## src/hw/rtl/clws_pkg.sv

```systemverilog
// package for the character lcd write sequencer
// holds payload structs, op codes, phase and sequence encodings and the sequence tables
// no dependencies
package clws_pkg;

    localparam int CFG_WIDTH     = 20;
    localparam int NUM_REGS      = 7;
    localparam int CFG_IDX_WIDTH = 3;
    localparam int STEP_WIDTH    = 4;
    localparam int QUEUE_DEPTH   = 2;

    // register indexes
    localparam logic [CFG_IDX_WIDTH-1:0] REG_SETUP      = 3'd0;
    localparam logic [CFG_IDX_WIDTH-1:0] REG_PULSE      = 3'd1;
    localparam logic [CFG_IDX_WIDTH-1:0] REG_HOLD       = 3'd2;
    localparam logic [CFG_IDX_WIDTH-1:0] REG_CLEAR_WAIT = 3'd3;
    localparam logic [CFG_IDX_WIDTH-1:0] REG_POWERUP    = 3'd4;
    localparam logic [CFG_IDX_WIDTH-1:0] REG_WAKE_FIRST = 3'd5;
    localparam logic [CFG_IDX_WIDTH-1:0] REG_WAKE_LATER = 3'd6;

    // register reset values
    localparam logic [CFG_WIDTH-1:0] RST_SETUP      = 20'd240;
    localparam logic [CFG_WIDTH-1:0] RST_PULSE      = 20'd240;
    localparam logic [CFG_WIDTH-1:0] RST_HOLD       = 20'd1600;
    localparam logic [CFG_WIDTH-1:0] RST_CLEAR_WAIT = 20'd64000;
    localparam logic [CFG_WIDTH-1:0] RST_POWERUP    = 20'd600000;
    localparam logic [CFG_WIDTH-1:0] RST_WAKE_FIRST = 20'd200000;
    localparam logic [CFG_WIDTH-1:0] RST_WAKE_LATER = 20'd6400;

    // request function codes
    localparam logic [2:0] FUNC_TICK  = 3'd0;
    localparam logic [2:0] FUNC_CMD   = 3'd1;
    localparam logic [2:0] FUNC_CHAR  = 3'd2;
    localparam logic [2:0] FUNC_CLEAR = 3'd3;
    localparam logic [2:0] FUNC_INIT  = 3'd4;

    // lcd command bytes
    localparam logic [7:0] LCD_CLR_DISP  = 8'h01;
    localparam logic [7:0] LCD_HOME      = 8'h02;
    localparam logic [7:0] LCD_WAKE      = 8'h30;
    localparam logic [7:0] LCD_FUNC_SET  = 8'h38;
    localparam logic [7:0] LCD_SHIFT     = 8'h10;
    localparam logic [7:0] LCD_DISP_ON   = 8'h0C;
    localparam logic [7:0] LCD_ENTRY     = 8'h06;

    typedef struct packed {
        logic [2:0] func;
        logic [7:0] byte_value;
    } clws_in_t;

    typedef struct packed {
        logic [7:0] data_pins;
        logic       rs_pin;
        logic       e_pin;
        logic       busy_res;
        logic       rejected;
    } clws_out_t;

    // classified operation carried from front to back
    typedef enum logic [2:0] {
        OP_TICK  = 3'd0,
        OP_CMD   = 3'd1,
        OP_CHAR  = 3'd2,
        OP_CLEAR = 3'd3,
        OP_INIT  = 3'd4,
        OP_NOP   = 3'd5
    } clws_op_kind_t;

    typedef struct packed {
        clws_op_kind_t kind;
        logic [7:0]    byte_value;
    } clws_op_t;

    typedef enum logic [4:0] {
        PH_IDLE  = 5'b00001,
        PH_SETUP = 5'b00010,
        PH_PULSE = 5'b00100,
        PH_HOLD  = 5'b01000,
        PH_WAIT  = 5'b10000
    } clws_phase_t;

    typedef enum logic [2:0] {
        SEQ_NONE  = 3'b001,
        SEQ_CLEAR = 3'b010,
        SEQ_INIT  = 3'b100
    } clws_seq_t;

    typedef struct packed {
        logic                     present;
        logic                     is_wait;
        logic [CFG_IDX_WIDTH-1:0] reg_idx;
        logic [7:0]               byte_value;
    } clws_seq_item_t;

    function automatic clws_seq_item_t seq_write(input logic [7:0] b);
        clws_seq_item_t it;
        it.present    = 1'b1;
        it.is_wait    = 1'b0;
        it.reg_idx    = REG_SETUP;
        it.byte_value = b;
        return it;
    endfunction

    function automatic clws_seq_item_t seq_wait(input logic [CFG_IDX_WIDTH-1:0] idx);
        clws_seq_item_t it;
        it.present    = 1'b1;
        it.is_wait    = 1'b1;
        it.reg_idx    = idx;
        it.byte_value = 8'h00;
        return it;
    endfunction

    // entry of the clear or init sequence; not present past the end
    function automatic clws_seq_item_t seq_lookup(input clws_seq_t kind,
                                                  input logic [STEP_WIDTH-1:0] step);
        clws_seq_item_t it;
        it = '0;
        case (kind)
            SEQ_CLEAR:
            begin
                case (step)
                    4'd0:    it = seq_write(LCD_CLR_DISP);
                    4'd1:    it = seq_wait(REG_CLEAR_WAIT);
                    4'd2:    it = seq_write(LCD_HOME);
                    4'd3:    it = seq_wait(REG_CLEAR_WAIT);
                    default: it = '0;
                endcase
            end
            SEQ_INIT:
            begin
                case (step)
                    4'd0:    it = seq_wait(REG_POWERUP);
                    4'd1:    it = seq_write(LCD_WAKE);
                    4'd2:    it = seq_wait(REG_WAKE_FIRST);
                    4'd3:    it = seq_write(LCD_WAKE);
                    4'd4:    it = seq_wait(REG_WAKE_LATER);
                    4'd5:    it = seq_write(LCD_WAKE);
                    4'd6:    it = seq_wait(REG_WAKE_LATER);
                    4'd7:    it = seq_write(LCD_FUNC_SET);
                    4'd8:    it = seq_write(LCD_SHIFT);
                    4'd9:    it = seq_write(LCD_DISP_ON);
                    4'd10:   it = seq_write(LCD_ENTRY);
                    default: it = '0;
                endcase
            end
            default: it = '0;
        endcase
        return it;
    endfunction

endpackage

```

## src/hw/rtl/clws_front.sv

```systemverilog
// front end of the lcd write sequencer: takes request transactions and classifies them
// depends on clws_pkg
module clws_front (
    input  logic              in_valid,
    output logic              in_ready,
    input  clws_pkg::clws_in_t in_data,
    input  logic              q_full,
    output logic              q_push,
    output clws_pkg::clws_op_t q_wdata
);
    import clws_pkg::*;

    assign in_ready = !q_full;
    assign q_push   = in_valid && !q_full;

    always_comb
    begin
        q_wdata.byte_value = in_data.byte_value;
        case (in_data.func)
            FUNC_TICK:  q_wdata.kind = OP_TICK;
            FUNC_CMD:   q_wdata.kind = OP_CMD;
            FUNC_CHAR:  q_wdata.kind = OP_CHAR;
            FUNC_CLEAR: q_wdata.kind = OP_CLEAR;
            FUNC_INIT:  q_wdata.kind = OP_INIT;
            default:    q_wdata.kind = OP_NOP;
        endcase
    end

endmodule

```

## src/hw/rtl/clws_queue.sv

```systemverilog
// two-entry queue of classified operations between front and back
// depends on clws_pkg
module clws_queue (
    input  logic               clk,
    input  logic               rst_n,
    input  logic               push,
    input  clws_pkg::clws_op_t wdata,
    output logic               full,
    input  logic               pop,
    output logic               not_empty,
    output clws_pkg::clws_op_t rdata
);
    import clws_pkg::*;

    localparam int PTR_W = $clog2(QUEUE_DEPTH);
    localparam int CNT_W = $clog2(QUEUE_DEPTH + 1);

    clws_op_t               mem_reg [QUEUE_DEPTH];
    logic [PTR_W-1:0]       wr_ptr_reg;
    logic [PTR_W-1:0]       rd_ptr_reg;
    logic [CNT_W-1:0]       count_reg;
    logic [CNT_W-1:0]       count_next;

    assign full      = (count_reg == CNT_W'(QUEUE_DEPTH));
    assign not_empty = (count_reg != '0);
    assign rdata     = mem_reg[rd_ptr_reg];

    always_comb
    begin
        count_next = count_reg;
        if (push && !pop)
        begin
            count_next = count_reg + CNT_W'(1);
        end
        else if (pop && !push)
        begin
            count_next = count_reg - CNT_W'(1);
        end
    end

    always_ff @(posedge clk)
    begin
        if (push)
        begin
            mem_reg[wr_ptr_reg] <= wdata;
        end
    end

    always_ff @(posedge clk or negedge rst_n)
    begin
        if (!rst_n)
        begin
            wr_ptr_reg <= '0;
            rd_ptr_reg <= '0;
            count_reg  <= '0;
        end
        else
        begin
            if (push)
            begin
                wr_ptr_reg <= wr_ptr_reg + PTR_W'(1);
            end
            if (pop)
            begin
                rd_ptr_reg <= rd_ptr_reg + PTR_W'(1);
            end
            count_reg <= count_next;
        end
    end

endmodule

```

## src/hw/rtl/clws_back.sv

```systemverilog
// back end of the lcd write sequencer: strobe timing, sequences, config registers, result register
// depends on clws_pkg
module clws_back #(
    parameter int COUNT_WIDTH = 20
) (
    input  logic                                  clk,
    input  logic                                  rst_n,
    input  logic                                  cfg_we,
    input  logic [clws_pkg::CFG_IDX_WIDTH-1:0]    cfg_addr,
    input  logic [clws_pkg::CFG_WIDTH-1:0]        cfg_wdata,
    input  logic                                  q_not_empty,
    input  clws_pkg::clws_op_t                    q_rdata,
    output logic                                  q_pop,
    output logic                                  out_valid,
    input  logic                                  out_ready,
    output clws_pkg::clws_out_t                   out_data
);
    import clws_pkg::*;

    logic [CFG_WIDTH-1:0]   cfg_reg [NUM_REGS];

    clws_phase_t            phase_reg, phase_next;
    logic [COUNT_WIDTH-1:0] count_reg, count_next;
    logic [7:0]             byte_reg, byte_next;
    logic                   rs_reg, rs_next;
    clws_seq_t              kind_reg, kind_next;
    logic [STEP_WIDTH-1:0]  step_reg, step_next;
    logic                   rej;

    logic                   out_valid_reg;
    clws_out_t              out_data_reg;

    logic                   run;
    clws_seq_t              run_kind;
    logic [STEP_WIDTH-1:0]  run_step;
    clws_seq_item_t         run_item;
    logic [CFG_WIDTH-1:0]   wait_cfg;
    logic                   busy;

    assign q_pop     = q_not_empty && (!out_valid_reg || out_ready);
    assign out_valid = out_valid_reg;
    assign out_data  = out_data_reg;
    assign busy      = (phase_reg != PH_IDLE);

    // entry to start: first one of a new sequence, else the one after the current
    always_comb
    begin
        case (q_rdata.kind)
            OP_CLEAR:
            begin
                run_kind = SEQ_CLEAR;
                run_step = '0;
            end
            OP_INIT:
            begin
                run_kind = SEQ_INIT;
                run_step = '0;
            end
            default:
            begin
                run_kind = kind_reg;
                run_step = step_reg + STEP_WIDTH'(1);
            end
        endcase
    end

    assign run_item = seq_lookup(run_kind, run_step);

    always_comb
    begin
        case (run_item.reg_idx)
            REG_SETUP:      wait_cfg = cfg_reg[0];
            REG_PULSE:      wait_cfg = cfg_reg[1];
            REG_HOLD:       wait_cfg = cfg_reg[2];
            REG_CLEAR_WAIT: wait_cfg = cfg_reg[3];
            REG_POWERUP:    wait_cfg = cfg_reg[4];
            REG_WAKE_FIRST: wait_cfg = cfg_reg[5];
            REG_WAKE_LATER: wait_cfg = cfg_reg[6];
            default:        wait_cfg = cfg_reg[0];
        endcase
    end

    always_comb
    begin
        phase_next = phase_reg;
        count_next = count_reg;
        byte_next  = byte_reg;
        rs_next    = rs_reg;
        kind_next  = kind_reg;
        step_next  = step_reg;
        rej        = 1'b0;
        run        = 1'b0;

        case (q_rdata.kind)
            OP_TICK:
            begin
                if (busy)
                begin
                    if (count_reg > COUNT_WIDTH'(1))
                    begin
                        count_next = count_reg - COUNT_WIDTH'(1);
                    end
                    else if (phase_reg == PH_SETUP)
                    begin
                        phase_next = PH_PULSE;
                        count_next = COUNT_WIDTH'(cfg_reg[1]);
                    end
                    else if (phase_reg == PH_PULSE)
                    begin
                        phase_next = PH_HOLD;
                        count_next = COUNT_WIDTH'(cfg_reg[2]);
                    end
                    else
                    begin
                        // end of hold or wait: next sequence entry
                        run = 1'b1;
                    end
                end
            end
            OP_CMD, OP_CHAR:
            begin
                if (busy)
                begin
                    rej = 1'b1;
                end
                else
                begin
                    kind_next  = SEQ_NONE;
                    step_next  = '0;
                    byte_next  = q_rdata.byte_value;
                    rs_next    = (q_rdata.kind == OP_CHAR);
                    phase_next = PH_SETUP;
                    count_next = COUNT_WIDTH'(cfg_reg[0]);
                end
            end
            OP_CLEAR, OP_INIT:
            begin
                if (busy)
                begin
                    rej = 1'b1;
                end
                else
                begin
                    run = 1'b1;
                    if (q_rdata.kind == OP_INIT)
                    begin
                        rs_next = 1'b0;
                    end
                end
            end
            default:
            begin
            end
        endcase

        if (run)
        begin
            kind_next = run_kind;
            step_next = run_step;
            if (!run_item.present)
            begin
                phase_next = PH_IDLE;
                count_next = '0;
                kind_next  = SEQ_NONE;
                step_next  = '0;
            end
            else if (run_item.is_wait)
            begin
                phase_next = PH_WAIT;
                count_next = COUNT_WIDTH'(wait_cfg);
            end
            else
            begin
                byte_next  = run_item.byte_value;
                rs_next    = 1'b0;
                phase_next = PH_SETUP;
                count_next = COUNT_WIDTH'(cfg_reg[0]);
            end
        end
    end

    always_ff @(posedge clk or negedge rst_n)
    begin
        if (!rst_n)
        begin
            cfg_reg[0] <= RST_SETUP;
            cfg_reg[1] <= RST_PULSE;
            cfg_reg[2] <= RST_HOLD;
            cfg_reg[3] <= RST_CLEAR_WAIT;
            cfg_reg[4] <= RST_POWERUP;
            cfg_reg[5] <= RST_WAKE_FIRST;
            cfg_reg[6] <= RST_WAKE_LATER;
        end
        else if (cfg_we && (cfg_addr < CFG_IDX_WIDTH'(NUM_REGS)))
        begin
            // a written zero is stored as one
            cfg_reg[cfg_addr] <= (cfg_wdata == '0) ? CFG_WIDTH'(1) : cfg_wdata;
        end
    end

    always_ff @(posedge clk or negedge rst_n)
    begin
        if (!rst_n)
        begin
            phase_reg     <= PH_IDLE;
            count_reg     <= '0;
            byte_reg      <= '0;
            rs_reg        <= 1'b0;
            kind_reg      <= SEQ_NONE;
            step_reg      <= '0;
            out_valid_reg <= 1'b0;
        end
        else
        begin
            if (q_pop)
            begin
                phase_reg     <= phase_next;
                count_reg     <= count_next;
                byte_reg      <= byte_next;
                rs_reg        <= rs_next;
                kind_reg      <= kind_next;
                step_reg      <= step_next;
                out_valid_reg <= 1'b1;
            end
            else if (out_ready)
            begin
                out_valid_reg <= 1'b0;
            end
        end
    end

    always_ff @(posedge clk)
    begin
        if (q_pop)
        begin
            out_data_reg.data_pins <= byte_next;
            out_data_reg.rs_pin    <= rs_next;
            out_data_reg.e_pin     <= (phase_next == PH_PULSE);
            out_data_reg.busy_res  <= (phase_next != PH_IDLE);
            out_data_reg.rejected  <= rej;
        end
    end

endmodule

```

## src/hw/rtl/char_lcd_write_sequencer_unit.sv

```systemverilog
// top level of the character lcd write sequencer
// depends on clws_pkg, clws_front, clws_queue, clws_back
//
// Drives the 8-bit write bus of a character LCD (data lines, RS, E). Each input
// transaction is a tick, a command byte, a character byte, a clear sequence or the
// power-up init sequence; each one yields exactly one result transaction showing the
// bus levels, busy and whether the request was dropped because a write was still in
// progress. One transaction is taken every clock cycle as long as results are taken:
// the front decodes the request into a two-entry queue, and the back applies one
// queued operation per cycle (one countdown decrement or phase load) into a result
// register. A request passes a queue entry, then the result register; the throughput of
// one per cycle is set by the back's state update, which holds while a result is not
// taken. Timing is in ticks, so real delays scale with how often ticks are sent.
// Configuration registers are written through cfg_we/cfg_addr/cfg_wdata, take effect
// at the next phase load, a written zero acts as one. There is no clearing pass after reset.
module char_lcd_write_sequencer_unit #(
    parameter int COUNT_WIDTH = 20
) (
    input  logic                                clk,
    input  logic                                rst_n,
    input  logic                                cfg_we,
    input  logic [clws_pkg::CFG_IDX_WIDTH-1:0]  cfg_addr,
    input  logic [clws_pkg::CFG_WIDTH-1:0]      cfg_wdata,
    input  logic                                in_valid,
    output logic                                in_ready,
    input  clws_pkg::clws_in_t                  in_data,
    output logic                                out_valid,
    input  logic                                out_ready,
    output clws_pkg::clws_out_t                 out_data
);
    import clws_pkg::*;

    // front to queue
    logic     q_push;
    logic     q_full;
    clws_op_t q_wdata;

    // queue to back
    logic     q_pop;
    logic     q_not_empty;
    clws_op_t q_rdata;

    // request decode, stalls only on a full queue
    clws_front u_front (
        .in_valid (in_valid),
        .in_ready (in_ready),
        .in_data  (in_data),
        .q_full   (q_full),
        .q_push   (q_push),
        .q_wdata  (q_wdata)
    );

    // decouples the request side from a stalled result side
    clws_queue u_queue (
        .clk       (clk),
        .rst_n     (rst_n),
        .push      (q_push),
        .wdata     (q_wdata),
        .full      (q_full),
        .pop       (q_pop),
        .not_empty (q_not_empty),
        .rdata     (q_rdata)
    );

    // strobe sequencer and result register
    clws_back #(
        .COUNT_WIDTH (COUNT_WIDTH)
    ) u_back (
        .clk         (clk),
        .rst_n       (rst_n),
        .cfg_we      (cfg_we),
        .cfg_addr    (cfg_addr),
        .cfg_wdata   (cfg_wdata),
        .q_not_empty (q_not_empty),
        .q_rdata     (q_rdata),
        .q_pop       (q_pop),
        .out_valid   (out_valid),
        .out_ready   (out_ready),
        .out_data    (out_data)
    );

endmodule

```

## config.mk

```make
export PLATFORM = sky130hd
export DESIGN_NAME = char_lcd_write_sequencer_unit
export DESIGN_NICKNAME = d
export VERILOG_FILES = /design/src/hw/rtl/clws_pkg.sv /design/src/hw/rtl/clws_front.sv /design/src/hw/rtl/clws_queue.sv /design/src/hw/rtl/clws_back.sv /design/src/hw/rtl/char_lcd_write_sequencer_unit.sv
export SDC_FILE = /design/constraint.sdc
export NUM_CORES = 1
export LEC_CHECK = 0
export ABC_AREA = 1
export ABC_CLOCK_PERIOD_IN_PS = 4200
export BUFFER_PORTS_ARGS = -buffer_cell sky130_fd_sc_hd__clkbuf_2
export CORE_MARGIN = 2
export CORE_UTILIZATION = 62
export DETAILED_ROUTE_END_ITERATION = 10
export PLACE_DENSITY_LB_ADDON = 0.12
export SLEW_MARGIN = 10
export SYNTH_ARGS = -nofsm -noshare
export SYNTH_HDL_FRONTEND = slang
export SYNTH_HIERARCHICAL = 1
export SYNTH_SLANG_ARGS = --single-unit
```

## constraint.sdc

```tcl
create_clock -name clk -period 4.2 [get_ports clk]
set_clock_uncertainty 0.2 [all_clocks]
set_input_delay 0.63 -clock clk [delete_from_list [all_inputs] [get_ports clk]]
set_output_delay 0.63 -clock clk [all_outputs]
set_load 0.05 [all_outputs]
```

==> results.yml <==
critical_path:
  cp_max_fo: 19
  cp_num_buf_inv: 5
  cp_cell_sequence: "mux2_2 > nand2_4 > nand2_4 > nor2_1 > inv_1 > ha_1 > inv_1 > nand2_2 > nand3_4 > nand2_4 > inv_4 > nand3_4 > inv_2 > nand2_1 > o21ai_1 > inv_1"
  worstSetupPathType: "register to register"
  rr_worst_depth: 16
  startpoint_type: "register"
  slowest_delay_ns: 0.44
  endpoint_kind: "register"
  crit_slowest_cell: "dfrtp_1"
  cp.depth: 16
  critPathRequiredTime_ns: 4.28
  critPathTopFamily: "simple AND/OR/NAND/NOR gates"
  worstPathArrival_ns: 3.80
route:
  ant_nets: 0
  drt-initial-drc-count: 1007
  drt_pass1_iterations: 6
  wl_per_cell_um: 17.6
  drc: 0
  vias: 9731
  via_per_inst: 5.69
  routed_wl_mm: 30.1
clocking:
  clockBufferDepth: 3
  cts_sinks: 220
  insertion_delay_ns: 0.53
  cts_setup_buffers: 0
  cts_root_buffer: "clkbuf_16"
  h-tree-depth: 1
  cts_hold_buf: 0
  path_clk_slew_ns: 0.06
  cts_resized: 0
  cts_tree: "yes"
  cts_inserted_buffers: 25
synthesis:
  synth_top_area_cell: "dfrtp_1"
  synthCells: 1426
  synth_area_um2: 11400
  synth_top_cell_area_share: 0.328
  syn_area_per_cell_um2: 8.02
  synth-main-ff-cell: "dfrtp_1"
  yosysWarnings: 6
  yosys-top-cells-area: "dfrtp_1 33%, nand2_1 11%, edfxtp_1 8.9%"
  yosysUniqueCellTypes: 50
  synth-seq-cells: 220
  yosysSeqAreaShare: 0.500
  synth_edf_count: 34
  synthArstFlopShare: 0.845
  syn_nets: 1472
cells_and_area:
  seqCellArea_um2: 5720
  layout_commonest_cell: "nand2_1"
  drive_gt1_frac: 0.149
  largest_reg_flops: 140
  layout.nets: 1507
  fillCellCount: 1428
  n_antenna_cell: 0
  multi_input_area_um2: 4720
  final_cell_mix: "348 x nand2_1, 201 x o21ai_0, 165 x nor2_1, 163 x inv_1, 150 x dfrtp_1"
  area_delta_synth_final_pct: 11.4
die:
  start_util: 0.634
  io_pins: 53
  fp-row-count: 49
  die_y_um: 140
  coreArea_um2: 18000
  die_x_um: 140
  die_area_um2: 19500
pwr:
  power.density_nw_per_um2: 648
  ir_drop_mv: 0.907
  total_power_mw: 8.25
  p_leak_nw: 5.78
timing:
  timing.setup.tns_ns: 0
  fin_crit_ns: 3.72
  relSlewSlack: 0.196
  setup_viol: 0
  max_freq_mhz: 269
  grt_setup_unrepaired: "false"
  hold_viol: 11
  fin_hold_ws_ns: -0.0434
  finalCritPeriodShare: 0.887
  slew_viol_final: 0
  fin_ws_ns: 0.476
  worst_slew_pin_slew_ns: 1.20
global_route:
  gr-total-overflow: 0
  track_usage: 0.313
  grt_max_degree: 105
  grt_pass1_vias: 9238
  grt_first_pass_wirelength_mm: 49.0
  antenna_found_initial: 0
placement:
  hpwl_mm: 20.6
  gp_congestion: 0.899
  portBuffers: 52
  pre_cts_ws_ns: 0.554
status:
  status: "finished, violations left"
  violations: "hold timing"
worst_hold_path:
  hold_class: "input pin to async pin"
job:
  drv_cap: 0
## logic make-up after synthesis
family / synth area share
XOR/XNOR: 0.0138
buffers and inverters: 0.0872
AND/OR/NAND/NOR: 0.229
adder cells (fa/ha/maj): 0.00766
multiplexers: 0.0155
AO/OA/AOI/OAI: 0.146
flip-flops: 0.500
## cell type report
| cell class | instances | area share |
|---|---|---|
| Multi-Input combinational cell | 963 | 0.370 |
| Clock buffer | 33 | 0.0554 |
| Clock inverter | 13 | 0.0150 |
| Inverter | 177 | 0.0524 |
| Timing Repair Buffer | 74 | 0.0351 |
| Tap cell | 229 | 0.0225 |
| Sequential cell | 220 | 0.449 |
## path summary, 6_finish.rpt
| check | start | endpoint | slack [ns] |
|---|---|---|---|
| setup / recovery | u_queue/rd_ptr_reg | u_back/out_data[9] | 0.48 |
| hold / removal | rst_n | u_queue/count_reg[0] | -0.04 |
| setup reg to reg | u_queue/rd_ptr_reg | u_back/out_data[9] | 0.48 |
| hold reg to reg | u_back/cfg_reg[93] | u_back/cfg_reg[93] | 0.28 |
| max in group asynchronous | rst_n | u_back/cfg_reg[48] | 2.91 |
| min in group clk | in_data[6] | u_queue/mem_reg[1][6] | 0.09 |
## synthesized netlist by cell type (3+ instances only)
| cell type | n |
|---|---|
| inv_2 | 10 |
| nand2_1 | 348 |
| mux2_4 | 9 |
| o211ai_1 | 7 |
| clkinv_1 | 3 |
| nand3_1 | 40 |
| nor2_2 | 3 |
| dfrtp_1 | 150 |
| clkbuf_1 | 42 |
| a21oi_2 | 10 |
| a21oi_1 | 65 |
| buf_2 | 9 |
| xor2_1 | 8 |
| nand4_1 | 12 |
| buf_6 | 4 |
| nand2_2 | 5 |
| dfstp_2 | 36 |
| xnor2_1 | 10 |
| nor4_1 | 3 |
| nand3_4 | 3 |
| buf_4 | 11 |
| ha_1 | 7 |
| edfxtp_1 | 34 |
| o21ai_0 | 201 |
| nor3_1 | 5 |
| nand3_2 | 3 |
| a211oi_1 | 3 |
| o22ai_1 | 4 |
| nor2_1 | 167 |
| or2_2 | 4 |
| nand2_4 | 4 |
| o21ai_1 | 18 |
| inv_1 | 163 |
## layer usage
layer	vias to the layer above	routed length, um	track usage
met2	446	12900	0.453
li1	4653	-	-
met5	-	0	0
met4	0	620	0.0784
met3	46	2980	0.0736
met1	4586	13500	0.481
## metrics by stage
step / cells / utilization / instance area, um^2
global route: 1709 / 0.707 / 12700
CTS: 1709 / 0.707 / 12700
finish: 1709 / 0.707 / 12700
detailed placement: 1663 / 0.657 / 11800
floorplan: 1426 / - / 11400
global placement: 1663 / 0.657 / 11800
## power breakdown
group	total, mW	internal, mW	switching (mW)
sequential	3.15	2.82	0.327
combinational	2.77	0.870	1.90
clock	2.34	1.44	0.898
total	8.25	5.13	3.12
Power figures use the tool's default switching activity.
